File: src/sv/srt_pkg.sv
// types, codes and defaults shared by the sorted record table
`default_nettype none

package srt_pkg;

   localparam int CAPACITY_DEFAULT = 64;
   localparam int KEY_W            = 32;
   localparam int LIKES_W          = 31;
   localparam int PAYLOAD_W        = 16;
   localparam int COUNT_W          = 7;

   typedef enum logic [1:0] {
      KIND_INSERT = 2'd0,
      KIND_DELETE = 2'd1,
      KIND_LOOKUP = 2'd2,
      KIND_NONE   = 2'd3
   } kind_type;

   typedef enum logic [1:0] {
      STATUS_OK        = 2'd0,
      STATUS_EMPTY     = 2'd1,
      STATUS_NOT_FOUND = 2'd2,
      STATUS_FULL      = 2'd3
   } status_type;

   typedef struct packed {
      kind_type                    kind;
      logic signed [KEY_W-1:0]     key;
      logic [LIKES_W-1:0]          new_likes;
      logic [PAYLOAD_W-1:0]        new_payload;
   } req_type;

   typedef struct packed {
      status_type                  status;
      logic [LIKES_W-1:0]          hit_likes;
      logic [PAYLOAD_W-1:0]        hit_payload;
      logic [COUNT_W-1:0]          entry_count;
      logic                        top_valid;
      logic signed [KEY_W-1:0]     top_key;
      logic [LIKES_W-1:0]          top_likes;
      logic [PAYLOAD_W-1:0]        top_payload;
   } rsp_type;

   // one slot of the table
   typedef struct packed {
      logic                        valid;
      logic signed [KEY_W-1:0]     key;
      logic [LIKES_W-1:0]          likes;
      logic [PAYLOAD_W-1:0]        payload;
   } rec_type;

   // broadcast from the controller to every cell
   typedef struct packed {
      logic                        ins;
      logic                        del;
      logic                        kind_del;
      logic signed [KEY_W-1:0]     key;
      logic [LIKES_W-1:0]          likes;
      logic [PAYLOAD_W-1:0]        payload;
   } cell_ctrl_type;

   // running search / max result handed from cell to cell
   typedef struct packed {
      logic                        found;
      logic [LIKES_W-1:0]          hit_likes;
      logic [PAYLOAD_W-1:0]        hit_payload;
      logic                        best_valid;
      logic signed [KEY_W-1:0]     best_key;
      logic [LIKES_W-1:0]          best_likes;
      logic [PAYLOAD_W-1:0]        best_payload;
   } wave_type;

endpackage

`default_nettype wire

File: src/sv/srt_cell.sv
// one table slot: holds a record, shifts with its neighbors, forwards the scan
`default_nettype none

module srt_cell import srt_pkg::*; (
   input  wire logic          clock,
   input  wire logic          reset,
   input  wire logic          head,
   input  wire cell_ctrl_type ctrl,
   input  wire rec_type       left_rec,
   input  wire logic          left_flag,
   input  wire rec_type       right_rec,
   output rec_type            rec,
   output logic               flag,
   input  wire wave_type      prev_carry,
   output wave_type           next_carry
);

   rec_type  rec_ff, rec_in;
   wave_type carry_ff, carry_in;
   logic     shift_left;
   logic     match;
   logic     first_hit;
   logic     take;

   // slot at or past the insert point (head slot only yields to a strictly larger key)
   assign flag = head ? (!rec_ff.valid || (rec_ff.key > ctrl.key))
                      : (!rec_ff.valid || (rec_ff.key >= ctrl.key));

   assign shift_left = rec_ff.valid && (rec_ff.key >= ctrl.key);

   always_comb begin
      rec_in = rec_ff;
      if (ctrl.ins) begin
         if (flag && !left_flag) begin
            rec_in.valid   = 1'b1;
            rec_in.key     = ctrl.key;
            rec_in.likes   = ctrl.likes;
            rec_in.payload = ctrl.payload;
         end else if (flag) begin
            rec_in = left_rec;
         end
      end else if (ctrl.del && shift_left) begin
         rec_in = right_rec;
      end
   end

   always_comb begin
      match     = rec_ff.valid && (rec_ff.key == ctrl.key);
      first_hit = match && !prev_carry.found;
      // a record about to be deleted takes no part in the max
      take      = rec_ff.valid && !(first_hit && ctrl.kind_del)
                  && (!prev_carry.best_valid || (rec_ff.likes > prev_carry.best_likes));
      carry_in       = prev_carry;
      carry_in.found = prev_carry.found || match;
      if (first_hit) begin
         carry_in.hit_likes   = rec_ff.likes;
         carry_in.hit_payload = rec_ff.payload;
      end
      if (take) begin
         carry_in.best_valid   = 1'b1;
         carry_in.best_key     = rec_ff.key;
         carry_in.best_likes   = rec_ff.likes;
         carry_in.best_payload = rec_ff.payload;
      end
   end

   // only the valid bit is reset, the record fields follow it
   always_ff @(posedge clock) begin
      if (reset) begin
         rec_ff.valid <= 1'b0;
      end else begin
         rec_ff.valid <= rec_in.valid;
      end
      rec_ff.key     <= rec_in.key;
      rec_ff.likes   <= rec_in.likes;
      rec_ff.payload <= rec_in.payload;
   end

   always_ff @(posedge clock) begin
      carry_ff <= carry_in;
   end

   assign rec        = rec_ff;
   assign next_carry = carry_ff;

endmodule

`default_nettype wire

File: config.mk
export PLATFORM = sky130hd
export DESIGN_NAME = srt_cell
export DESIGN_NICKNAME = d
export VERILOG_FILES = /design/src/sv/srt_pkg.sv /design/src/sv/srt_cell.sv
export SDC_FILE = /design/constraint.sdc
export NUM_CORES = 1
export LEC_CHECK = 0
export ABC_AREA = 1
export BUFFER_PORTS_ARGS = -buffer_cell sky130_fd_sc_hd__buf_2
export CAP_MARGIN = 0
export CELL_PAD_IN_SITES_DETAIL_PLACEMENT = 1
export CELL_PAD_IN_SITES_GLOBAL_PLACEMENT = 1
export CORE_AREA = 4 4 222 224
export CTS_BUF_LIST = sky130_fd_sc_hd__clkbuf_8
export DETAILED_ROUTE_END_ITERATION = 10
export DIE_AREA = 0 0 226 228
export GPL_TIMING_DRIVEN = 0
export PLACE_DENSITY = 0.69
export SYNTH_ARGS = -nofsm -noshare
export SYNTH_HDL_FRONTEND = slang
export SYNTH_SLANG_ARGS = --single-unit
export TNS_END_PERCENT = 5
File: constraint.sdc
create_clock -name clock -period 15.44 [get_ports clock]
set_input_delay 3.088 -clock clock [delete_from_list [all_inputs] [get_ports clock]]
set_output_delay 3.088 -clock clock [all_outputs]
set_load 0.1 [all_outputs]
**Yosys cells after proc, flatten, opt, wreduce, memory -nomap -nowiden**

Cells that the tools add are included.

- Add/sub/neg operators: 0
- Multiply operators: 0
- Divide/modulo/power cells: 0
- Magnitude comparators: 3
- Eq/ne operators: 2
- Shifts and indexed selects: 0
- Multiplexer cells: 7
- Bitwise operators: 0
- Reductions and logical operators: 19

Operator list:

| cell | number |
|---|---|
| 80-bit two-way mux | 4 |
| 79-bit two-way mux | 1 |
| 47-bit two-way mux | 1 |
| 32-bit == test | 1 |
| 32-bit greater-or-equal comparator | 1 |
| 32-bit > comparator | 1 |
| 31-bit > comparator | 1 |
| 1-bit logical AND | 8 |
| 1-bit zero test | 5 |
| 1-bit logical OR | 4 |
| 3-bit by 1-bit != test with 1-bit output, second input constant | 1 |
| 2-bit AND reduction | 1 |
| 2-bit nonzero test | 1 |
| 1-bit two-way mux | 1 |

- Flip-flop bits (word level): 208
- Latch bits: 0
- RAM bits: 0
- Memory bits (read-only): 0
- Bits of input ports: 374
- Output and inout bits: 209
- Word-level logic and storage cells: 42
- Memories: 0

**Depth between registers and ports, before layout**

Gate-level depths: netlist of the first run.

- Word-level depth: 8
- Depth in mapped cells: 21

**Worst setup path before layout of the first run**

No wires, ideal clock.

- Path type: input to register
- From: input port ctrl[70] (netlist name)
- To: register rec_ff (netlist bit rec[79])
- Setup time: 0.375 ns
- Arrival: 10.102 ns
- Required time: 15.065 ns
- Path slack: 4.964 ns
- Cell stages on the path: 13
- Cells stage by stage: inv_1 > ha_1 > nand2_1 > nor2_2 > nand2_1 > nor3_2 > nand2_1 > nand2_1 > nand2_1 > nand3_1 > nand3_1 > o21ai_0 > a21oi_1

- Word-level cells in the longest chain between the ends: 6

RTL lines:

| item | RTL line | RTL |
|---|---|---|
| start: declaration | srt_cell.sv:8 | `input wire cell_ctrl_type ctrl,` |
| 32-bit greater-or-equal comparator / 32-bit > comparator (equally long branches) | srt_cell.sv:27, srt_cell.sv:29, srt_cell.sv:26 |  |
| 1-bit logical OR, on equally long branches | srt_cell.sv:27, srt_cell.sv:26 |  |
| 1-bit two-way mux | srt_cell.sv:26 | `assign flag = head ? (!rec_ff.valid \|\| (rec_ff.key > ctrl.key))` |
| 1-bit logical AND | srt_cell.sv:34 | `if (flag && !left_flag) begin` |
| 3-bit by 1-bit != test with 1-bit output (no source line) / 80-bit two-way mux (equally long branches) | n/a |  |
| 2-bit AND reduction (no source line) / 80-bit two-way mux (equally long branches) | n/a |  |
| end: declaration | srt_cell.sv:18 | `rec_type rec_ff, rec_in;` |

Several ways; a longest one is shown, not always the timed one.
A chain may end at the register's enable or synchronous reset.

**Final worst setup path of the first run**

- From: input port ctrl[54] (netlist name)
- To: output port flag

- Word-level cells in the longest chain between the ends: 3

RTL lines:

| item | RTL line | RTL |
|---|---|---|
| 32-bit greater-or-equal comparator / 32-bit > comparator (equally long branches) | srt_cell.sv:27, srt_cell.sv:26 |  |
| 1-bit logical OR, on equally long branches | srt_cell.sv:27, srt_cell.sv:26 |  |
| 1-bit two-way mux * | srt_cell.sv:26 |  |
| end: declaration | srt_cell.sv:13 | `output logic flag,` |

Mark *: on every way between the ends. The rest lies on a longest branch, timed or not.

==> results of run 1 <==
kinds of logic after synthesis:
group                    synth area share [%]
AND/OR/NAND/NOR                          29.9
flip-flops                               47.0
buffers and inverters                    9.16
adder cells (fa/ha/maj)                  7.48
AO/OA/AOI/OAI                            6.46
power groups by stage:
stage               Clock, W  Combinational [W]  Sequential (W)
floorplan                  0           0.000157         0.00108
global placement           0           0.000739        0.000694
detailed placement         0           0.000754        0.000686
CTS                 0.000688           0.000757        0.000675
global route        0.000711           0.000793        0.000681
finish              0.000663           0.000750        0.000675
how the worst min path moves through the flow:
stage,from,to,cells after the start
floorplan,rec[79],rec[79],2
global placement,rec[1],next_carry[81],2
detailed placement,rec[1],next_carry[81],2
CTS,rec[1],next_carry[81],2
global route,rec[1],next_carry[81],2
finish,rec[1],next_carry[81],2
registers in the layout (all words and copies together) (netlist names):
register and count:
next_carry 128, rec 80
metal layers:
layer | share of wire, % | up-vias
li1 | - | 5738
met1 | 40 | 5618
met2 | 50 | 436
met3 | 6.4 | 106
met4 | 3.4 | 8
met5 | 0.087 | -
metrics by stage:
| step | util [%] | total power, W |
|---|---|---|
| after floorplan | - | 0.00124 |
| after global placement | 30.0 | 0.00143 |
| after detailed placement | 30.2 | 0.00144 |
| after CTS | 32.2 | 0.00212 |
| after global routing | 32.3 | 0.00219 |
| final | 32.3 | 0.00209 |
cell type report:
cell class,instances,area [um^2],area share [%]
Sequential cell,208,4950,32.4
Timing Repair Buffer,585,2980,19.5
Tap cell,615,769,5.03
Multi-Input combinational cell,987,4630,30.3
Clock inverter,23,208,1.36
Clock buffer,55,757,4.95
Buffer,68,362,2.37
Antenna cell,9,22.5,0.147
Inverter,161,604,3.95
worst min-delay path, cell delays in order (launching register included):
cell	delay, ns
edfxtp_1	0.36
nand2_1	0.06
nand2_1	0.05
Yosys cell counts, drive strengths merged:
cell    number
o31ai        1
nand4        6
o221ai       1
ha          63
nor2        97
o21ai       89
a21o         1
o211ai       1
nor4         1
buf         43
clkbuf      25
or2          3
nand2      596
o21bai       1
o21a         3
edfxtp      79
nor3         3
nand3       87
dfxtp      129
a21oi       34
inv        161
==> flow_metrics.tcl, run 1 <==
set metrics [dict create \
    outcome "completed" \
    crit_path_start_kind "input pin" \
    grt_max_degree 24 \
    first_global_vias 12900 \
    hold_path_class "register to register" \
    grt_pass1_wl_mm 77.5 \
    drcViolationCount 0 \
    synth_area_leader_cell "dfxtp_1" \
    syn_area_per_cell_um2 7.40 \
    path_clk_slew_ns 0.06 \
    ys_types 34 \
    hold_buffers 0 \
    critPathSlowestCell "buf_2" \
    core_mm2 0.0473 \
    yosysSeqAreaShare_pct 47.0 \
    clockBufferDepth 3 \
    final_cell_mix "buf_2 (610), nand2_1 (594), inv_1 (164)" \
    timing.final.ws_setup_ns 7.18 \
    syn-cell-area_mm2 0.0105 \
    fin_area_mm2 0.0153 \
    synth_nets 1861 \
    fp.dieW_um 226 \
    crit_end "flag" \
    reg2reg_to "rec[42]" \
    path_cells "buf_2, inv_1, ha_1, nand2_1, nor2_1, nand4_1, nor2_1, nand4_2, nor2_1, a21oi_1, nand2_1, buf_2" \
    drt_iter0_drc 413 \
    cts_resized 0 \
    die_h_um 228 \
    skew_ns 0.0187 \
    cts_sinks 208 \
    ir_worst_vdd_mv 0.0695 \
    maxSlewViolCount 0 \
    cp-end-kind "primary output" \
    power.internal_w 0.00117 \
    finalSetupViolCount 0 \
    crit_required_ns 12.35 \
    critical_path_class "input pin to primary output" \
    ff2ff_setup_slack_ns 11.99 \
    post_route_cells_drive_above_1_share_pct 34.0 \
    power_leakage_nw 8.50 \
    route.final.wire_length_mm 53.1 \
    clk_latency_ns 0.58 \
    crit_top_cell "nor2_1" \
    firstDrtPassIters 5 \
    synth_warnings 0 \
    cts_setup_buffers 0 \
    synth.area.top_cells "dfxtp_1 (25%), edfxtp_1 (23%), nand2_1 (21%), ha_1 (7.5%), inv_1 (5.6%)" \
    dpl.hpwl_mm 42.5 \
    fillers 6060 \
    grtUsageMet1_pct 22.9 \
    hold-worst-slack_ns 0.508 \
    start_util_pct 22.3 \
    die-area_mm2 0.0515 \
    io_buffers 582 \
    ant_nets 0 \
    relSlewSlack_pct 26.8 \
    use_met3_pct 4.76 \
    layout_commonest_cell "buf_2" \
    path_max_fanout 5 \
    cts_tree "done" \
    swShare_pct 44.0 \
    synthCells 1424 \
    drv_cap 0 \
    netSwitchingPower_w 0.000920 \
    final_nets 2490 \
    fmax_ghz 0.121 \
    reg2reg_depth 11 \
    rows 80 \
    grt_usage_pct 19.7 \
    gr-total-overflow 0 \
    worst_pin_slew_ns 1.10 \
    p_seq_share_pct 32.3 \
    wl_per_cell_um 19.6 \
    post-route-min-period_ns 8.26 \
    reg2reg_from "rec[54]" \
    cts_buffers 42 \
    pre_cts_slack_ns 7.17 \
    placed_area_mm2 0.0143 \
    path_delay_family "simple AND/OR/NAND/NOR gates" \
    place_inst 2624 \
    path_depth 12 \
    arrival_ns 5.18 \
    combPwrFrac_pct 35.9 \
    tns_ns 0 \
    antenna_found_initial 16 \
    use_met2_pct 34.6 \
    p_per_area_mw_per_mm2 137 \
    ys_seq_elements 208 \
    viasPerCell 4.39 \
    cpPeakStageDelay_ns 0.43 \
    synth_top_area_share_pct 24.5 \
    rsz0062_at_grt "no" \
    crit_start "ctrl[54]" \
    period_share_pct 53.5 \
    clockRootBuffer "clkbuf_8" \
    vias 11900 \
    finalHoldViolations 0 \
    h-tree-depth 2 \
    worst-path-buf-inv 3 \
    gp_congestion 0.885 \
    final_cell_count_no_fill 2711 \
    power_frac_clock_pct 31.8 \
    areaGrowthSynthToFinish_pct 45.0 \
    grt.busiest_layer "met2" \
    io_pins 583 \
]
(Power assumes the default switching activity.)
==> inputs of run 2 (changes only) <==
Settings changed: ABC_AREA 1 to 0.
Clock period 15.44 ns to 7.65 ns, I/O delays scaled along.
==> run 2 against run 1 <==
Net effect:
- sequential cell count unchanged
- setup slack got worse by 5.6 ns
- die area unchanged
- critical endpoint unchanged
- largest cell class is now multi-input gates
- largest power group unchanged
- highest routed layer unchanged
==> flow_metrics.tcl, run 2 <==
set metrics [dict create \
    outcome "completed" \
    synth_adder_area_share_pct 6.84 \
    finalPower_w 0.00414 \
    critPathSlowestCell "nor4_2" \
    final_nets 2197 \
    synth_compound_area_share_pct 8.00 \
    path_max_fanout 10 \
    first_global_vias 12800 \
    syn_area_per_cell_um2 10.1 \
    ff_latch_area_mm2 0.00495 \
    grt_pass1_wl_mm 81.0 \
    grt_max_degree 47 \
    finalSetupViolCount 0 \
    fp.dieW_um 226 \
    power_frac_clock_pct 29.1 \
    power_leakage_nw 7.74 \
    final_cell_count_no_fill 2412 \
    synth_edf_count 79 \
    synth_nets 1572 \
    fillers 5666 \
    cts_buffers 41 \
    power.internal_w 0.00232 \
    synth-simple-area-share_pct 17.5 \
    areaGrowthSynthToFinish_pct 39.9 \
    swShare_pct 44.0 \
    ys_types 46 \
    yosysSeqAreaShare_pct 43.0 \
    wl_per_cell_um 23.3 \
    gr-total-overflow 0 \
    timing.final.ws_setup_ns 1.58 \
    async_flop_share_pct 0 \
    viasPerCell 4.81 \
    rsz0062_at_grt "no" \
    cts_setup_buffers 0 \
    netSwitchingPower_w 0.00182 \
    firstDrtPassIters 4 \
    synth.area.top_cells "dfxtp_1 (22%), edfxtp_1 (21%), mux2_2 (12%), mux2i_1 (6.9%), ha_1 (6.8%)" \
    place_inst 2332 \
    crit_top_cell "buf_2" \
    clockBufferDepth 3 \
    hold_path_class "register to register" \
    drcViolationCount 0 \
    yosys.cell_count.top_type "dfxtp_1" \
    fmax_ghz 0.165 \
    cp-end-kind "primary output" \
    grt_usage_pct 20.7 \
    cts_tree "done" \
    start_util_pct 24.3 \
    die_h_um 228 \
    post_route_cells_drive_above_1_share_pct 45.0 \
    rows 80 \
    antenna_found_initial 18 \
    synth_top_area_share_pct 22.4 \
    ir_worst_vdd_mv 0.153 \
    synth_mux_area_share_pct 19.1 \
    cpPeakStageDelay_ns 0.59 \
    synth_warnings 0 \
    skew_ns 0.0371 \
    combPwrFrac_pct 38.2 \
    relSlewSlack_pct 26.9 \
    h-tree-depth 2 \
    io_pins 583 \
    cts_resized 0 \
    synth_top_family_by_area "multiplexers" \
    clk_latency_ns 0.59 \
    p_per_area_mw_per_mm2 257 \
    multi_input_area_mm2 0.00593 \
    tns_ns 0 \
    die-area_mm2 0.0515 \
    worst_pin_slew_ns 1.10 \
    core_mm2 0.0473 \
    layout_commonest_cell "buf_2" \
    crit_required_ns 6.12 \
    path_clk_slew_ns 0.06 \
    critical_path_class "input pin to primary output" \
    synthCells 1135 \
    cts_sinks 208 \
    gp_congestion 0.912 \
    period_share_pct 79.4 \
    dpl.hpwl_mm 45.1 \
    pre_cts_slack_ns 1.53 \
    synth_common_cells "dfxtp_1 (129), mux2_2 (125), nor2_1 (88)" \
    synth_xor_area_share_pct 0 \
    synth_area_leader_cell "dfxtp_1" \
    io_buffers 581 \
    path_delay_family "simple AND/OR/NAND/NOR gates" \
    hold_buffers 0 \
    maxSlewViolCount 0 \
    worst-path-buf-inv 5 \
    largest_reg_flops 128 \
    clockRootBuffer "clkbuf_8" \
    final_cell_mix "buf_2 (598), dfxtp_1 (129), mux2_2 (125)" \
    path_cells "buf_2, inv_1, ha_1, nand4_1, nor4_2, nand2_2, o221ai_1, a31o_2, buf_6, buf_12, nand2b_1, buf_2" \
    ys_seq_elements 208 \
    drt_iter0_drc 434 \
    arrival_ns 4.54 \
    post-route-min-period_ns 6.07 \
    ant_nets 0 \
    drv_cap 0 \
    syn-cell-area_mm2 0.0115 \
    crit_path_start_kind "input pin" \
    finalHoldViolations 0 \
    p_seq_share_pct 32.7 \
    synth_ff_type "dfxtp_1" \
    route.final.wire_length_mm 56.2 \
    vias 11600 \
]
## run 2: cell types whose count changed in the layout (fill, tap and decap cells not counted), moves of 12 or more
cell / change
clkbuf_1: +14
inv_1: -82
nand2_1: -550
o22ai_1: +78
mux2_2: +125
buf_2: -12
nand3b_1: +79
nor3_1: +80
mux2i_1: +79
o21ai_1: -80
nand3_1: -80
nand2b_1: +50
## run 2: stage by stage
step | instance area, um^2 | hold slack, ns | utilization, %
3_5_place_dp | 15200 | 0.529 | 32.2
4_1_cts | 16100 | 0.542 | 34.0
6_report | 16100 | 0.539 | 34.0
5_1_grt | 16100 | 0.555 | 34.0
2_1_floorplan | 11500 | 0.969 | -
3_3_place_gp | 15200 | 0.521 | 32.1
## run 2: power groups by stage
stage / logic (W) / registers (W) / clock network [W]
2_1_floorplan: 0.000403 / 0.00214 / 0
3_3_place_gp: 0.00156 / 0.00138 / 0
3_5_place_dp: 0.00159 / 0.00138 / 0
4_1_cts: 0.00159 / 0.00136 / 0.00125
5_1_grt: 0.00166 / 0.00137 / 0.00130
6_report: 0.00158 / 0.00136 / 0.00120
## run 2: final timing paths
| kind | cells after the start | from | to | slack (ns) |
|---|---|---|---|---|
| max | 12 | ctrl[58] | flag | 1.58 |
| min | 1 | rec[14] | next_carry[94] | 0.54 |
| max reg2reg | 11 | rec[78] | rec[25] | 3.54 |
| min reg2reg | 1 | rec[14] | next_carry[94] | 0.54 |
## run 2: metal layers
layer | track usage (%) | vias up | routed length, um
li1 | - | 5372 | -
met1 | 22.9 | 5613 | 21700
met2 | 38.0 | 482 | 28500
met3 | 6.25 | 108 | 4280
met4 | 6.20 | 24 | 1610
met5 | 0 | - | 133
## run 2: layout make-up
| type | instances | share of cell area, % |
|---|---|---|
| Antenna cell | 6 | 0.0932 |
| Buffer | 74 | 2.40 |
| Clock buffer | 55 | 4.70 |
| Clock inverter | 19 | 0.660 |
| Inverter | 68 | 1.58 |
| Multi-Input combinational cell | 785 | 36.8 |
| Sequential cell | 208 | 30.8 |
| Tap cell | 615 | 4.78 |
| Timing Repair Buffer | 582 | 18.2 |
## run 2: cells by family after synthesis
family	after synthesis
buffers and inverters	142
adder cells (fa/ha/maj)	63
AND/OR/NAND/NOR	372
AO/OA/AOI/OAI	146
multiplexers	204
flip-flops	208
==> inputs of run 3 (changes only) <==
Settings changed: PLACE_DENSITY 0.69 to 0.71.
Clock period 7.65 ns to 5.5 ns, I/O delays scaled along.
==> run 3 against run 2 <==
Net effect:
- clock power is 44% higher
- utilization hardly changed
- global-route usage rose by 0.23 points
- first-iteration DRC count grew 6.0%
- sequential cell count unchanged
- combinational power rose by 40%
- critical path depth unchanged
- sequential power increased by 39%
- register-to-register slack got worse by 2.2 ns
- worst hold slack got worse by 0.0021 ns
- cell count is 0.12% higher
==> flow_metrics.tcl, run 3 (synthesis gave the netlist of run 2 again) <==
set metrics [dict create \
    skew_ns 0.0189 \
    fin_util_pct 34.1 \
    h-tree-depth 2 \
    final_cell_mix "buf_2 (598), dfxtp_1 (129), mux2_2 (125)" \
    crit_required_ns 4.40 \
    dpl.hpwl_mm 45.9 \
    grt_usage_pct 21.0 \
    areaGrowthSynthToFinish_pct 40.0 \
    vias 11700 \
    post_route_cells_drive_above_1_share_pct 45.0 \
    timing.final.ws_setup_ns 0.335 \
    fillers 5687 \
    finalSetupViolCount 0 \
    cts_buffers 43 \
    core_mm2 0.0473 \
    ir_worst_vdd_mv 0.199 \
    maxSlewViolCount 0 \
    power_leakage_nw 7.75 \
    p_per_area_mw_per_mm2 361 \
    hold_path_class "register to register" \
    fmax_ghz 0.194 \
    cp-end-kind "primary output" \
    clockRootBuffer "clkbuf_8" \
    arrival_ns 4.06 \
    antenna_found_initial 10 \
    viasPerCell 4.85 \
    start_util_pct 24.3 \
    worst_pin_slew_ns 1.12 \
    crit_path_start_kind "input pin" \
    gp_congestion 0.897 \
    die-area_mm2 0.0515 \
    gr-total-overflow 0 \
    post-route-min-period_ns 5.16 \
    path_clk_slew_ns 0.06 \
    firstDrtPassIters 5 \
    largest_reg_flops 128 \
    final_nets 2199 \
    io_pins 583 \
    pre_cts_slack_ns 0.340 \
    cts_setup_buffers 0 \
    finalHoldViolations 0 \
    drt_iter0_drc 460 \
    hold_buffers 0 \
    relSlewSlack_pct 25.4 \
    io_buffers 581 \
    placed_area_mm2 0.0152 \
    fp.dieW_um 226 \
    wl_per_cell_um 23.7 \
    route.final.wire_length_mm 57.2 \
    grt_pass1_wl_mm 81.8 \
    cts_resized 0 \
    cts_tree "done" \
    rsz0062_at_grt "no" \
    clockBufferDepth 3 \
    ant_nets 0 \
    drcViolationCount 0 \
    drv_cap 0 \
    critical_path_class "input pin to primary output" \
    grt_max_degree 42 \
    clk_latency_ns 0.59 \
    cts_sinks 208 \
    first_global_vias 13000 \
    path_max_fanout 10 \
    period_share_pct 93.9 \
    fin_area_mm2 0.0161 \
    hold-worst-slack_ns 0.537 \
    layout_commonest_cell "buf_2" \
    rows 80 \
    outcome "completed" \
    die_h_um 228 \
]
## run 3: worst max-delay path, stage by stage
cell	delay [ns]
buf_2	0.08
inv_1	0.05
ha_1	0.32
nand4_1	0.21
nor4_2	0.59
nand2_2	0.26
o221ai_1	0.23
a31o_2	0.14
buf_6	0.22
buf_12	0.18
nand2b_1	0.21
buf_2	0.48
## run 3: final cells by class
| type | count | area [um^2] | area share (%) |
|---|---|---|---|
| diodes | 5 | 12.5 | 0.0776 |
| plain buffers | 74 | 387 | 2.40 |
| clock buffers | 53 | 729 | 4.52 |
| clock inverters | 25 | 159 | 0.985 |
| inverters | 68 | 255 | 1.58 |
| multi-input cells | 785 | 5930 | 36.8 |
| flip-flops and latches | 208 | 4950 | 30.7 |
| well taps | 615 | 769 | 4.77 |
| repair buffers | 582 | 2940 | 18.2 |
## run 3: layer usage
layer	up-vias	GRT usage, %	share of wire, %
met4	10	7.48	3.4
met2	515	38.1	51
li1	5386	-	-
met3	121	5.85	7.3
met5	-	0	0.10
met1	5672	23.2	38
## run 3: report_power, final
group / internal, W / switching (W) / total (W)
Sequential: 0.00178 / 0.000109 / 0.00189
Clock: 0.000962 / 0.000764 / 0.00173
Combinational: 0.000508 / 0.00170 / 0.00221
Total: 0.00325 / 0.00257 / 0.00582
## run 3: through the flow
stage,cells,power [W],TNS (ns)
6_report,2415,0.00582,0
5_1_grt,2413,0.00608,0
4_1_cts,2410,0.00590,0
3_5_place_dp,2332,0.00414,0
3_3_place_gp,2331,0.00410,-14.24
2_1_floorplan,1135,0.00354,0
## run 3: final timing paths
| path | slack, ns | startpoint | to | cells past startpoint |
|---|---|---|---|---|
| worst max-delay path | 0.34 | ctrl[61] | flag | 12 |
| worst min-delay path | 0.54 | rec[14] | next_carry[14] | 1 |
| worst max register to register | 1.35 | rec[61] | rec[40] | 11 |
| worst min register to register | 0.54 | rec[14] | next_carry[14] | 1 |
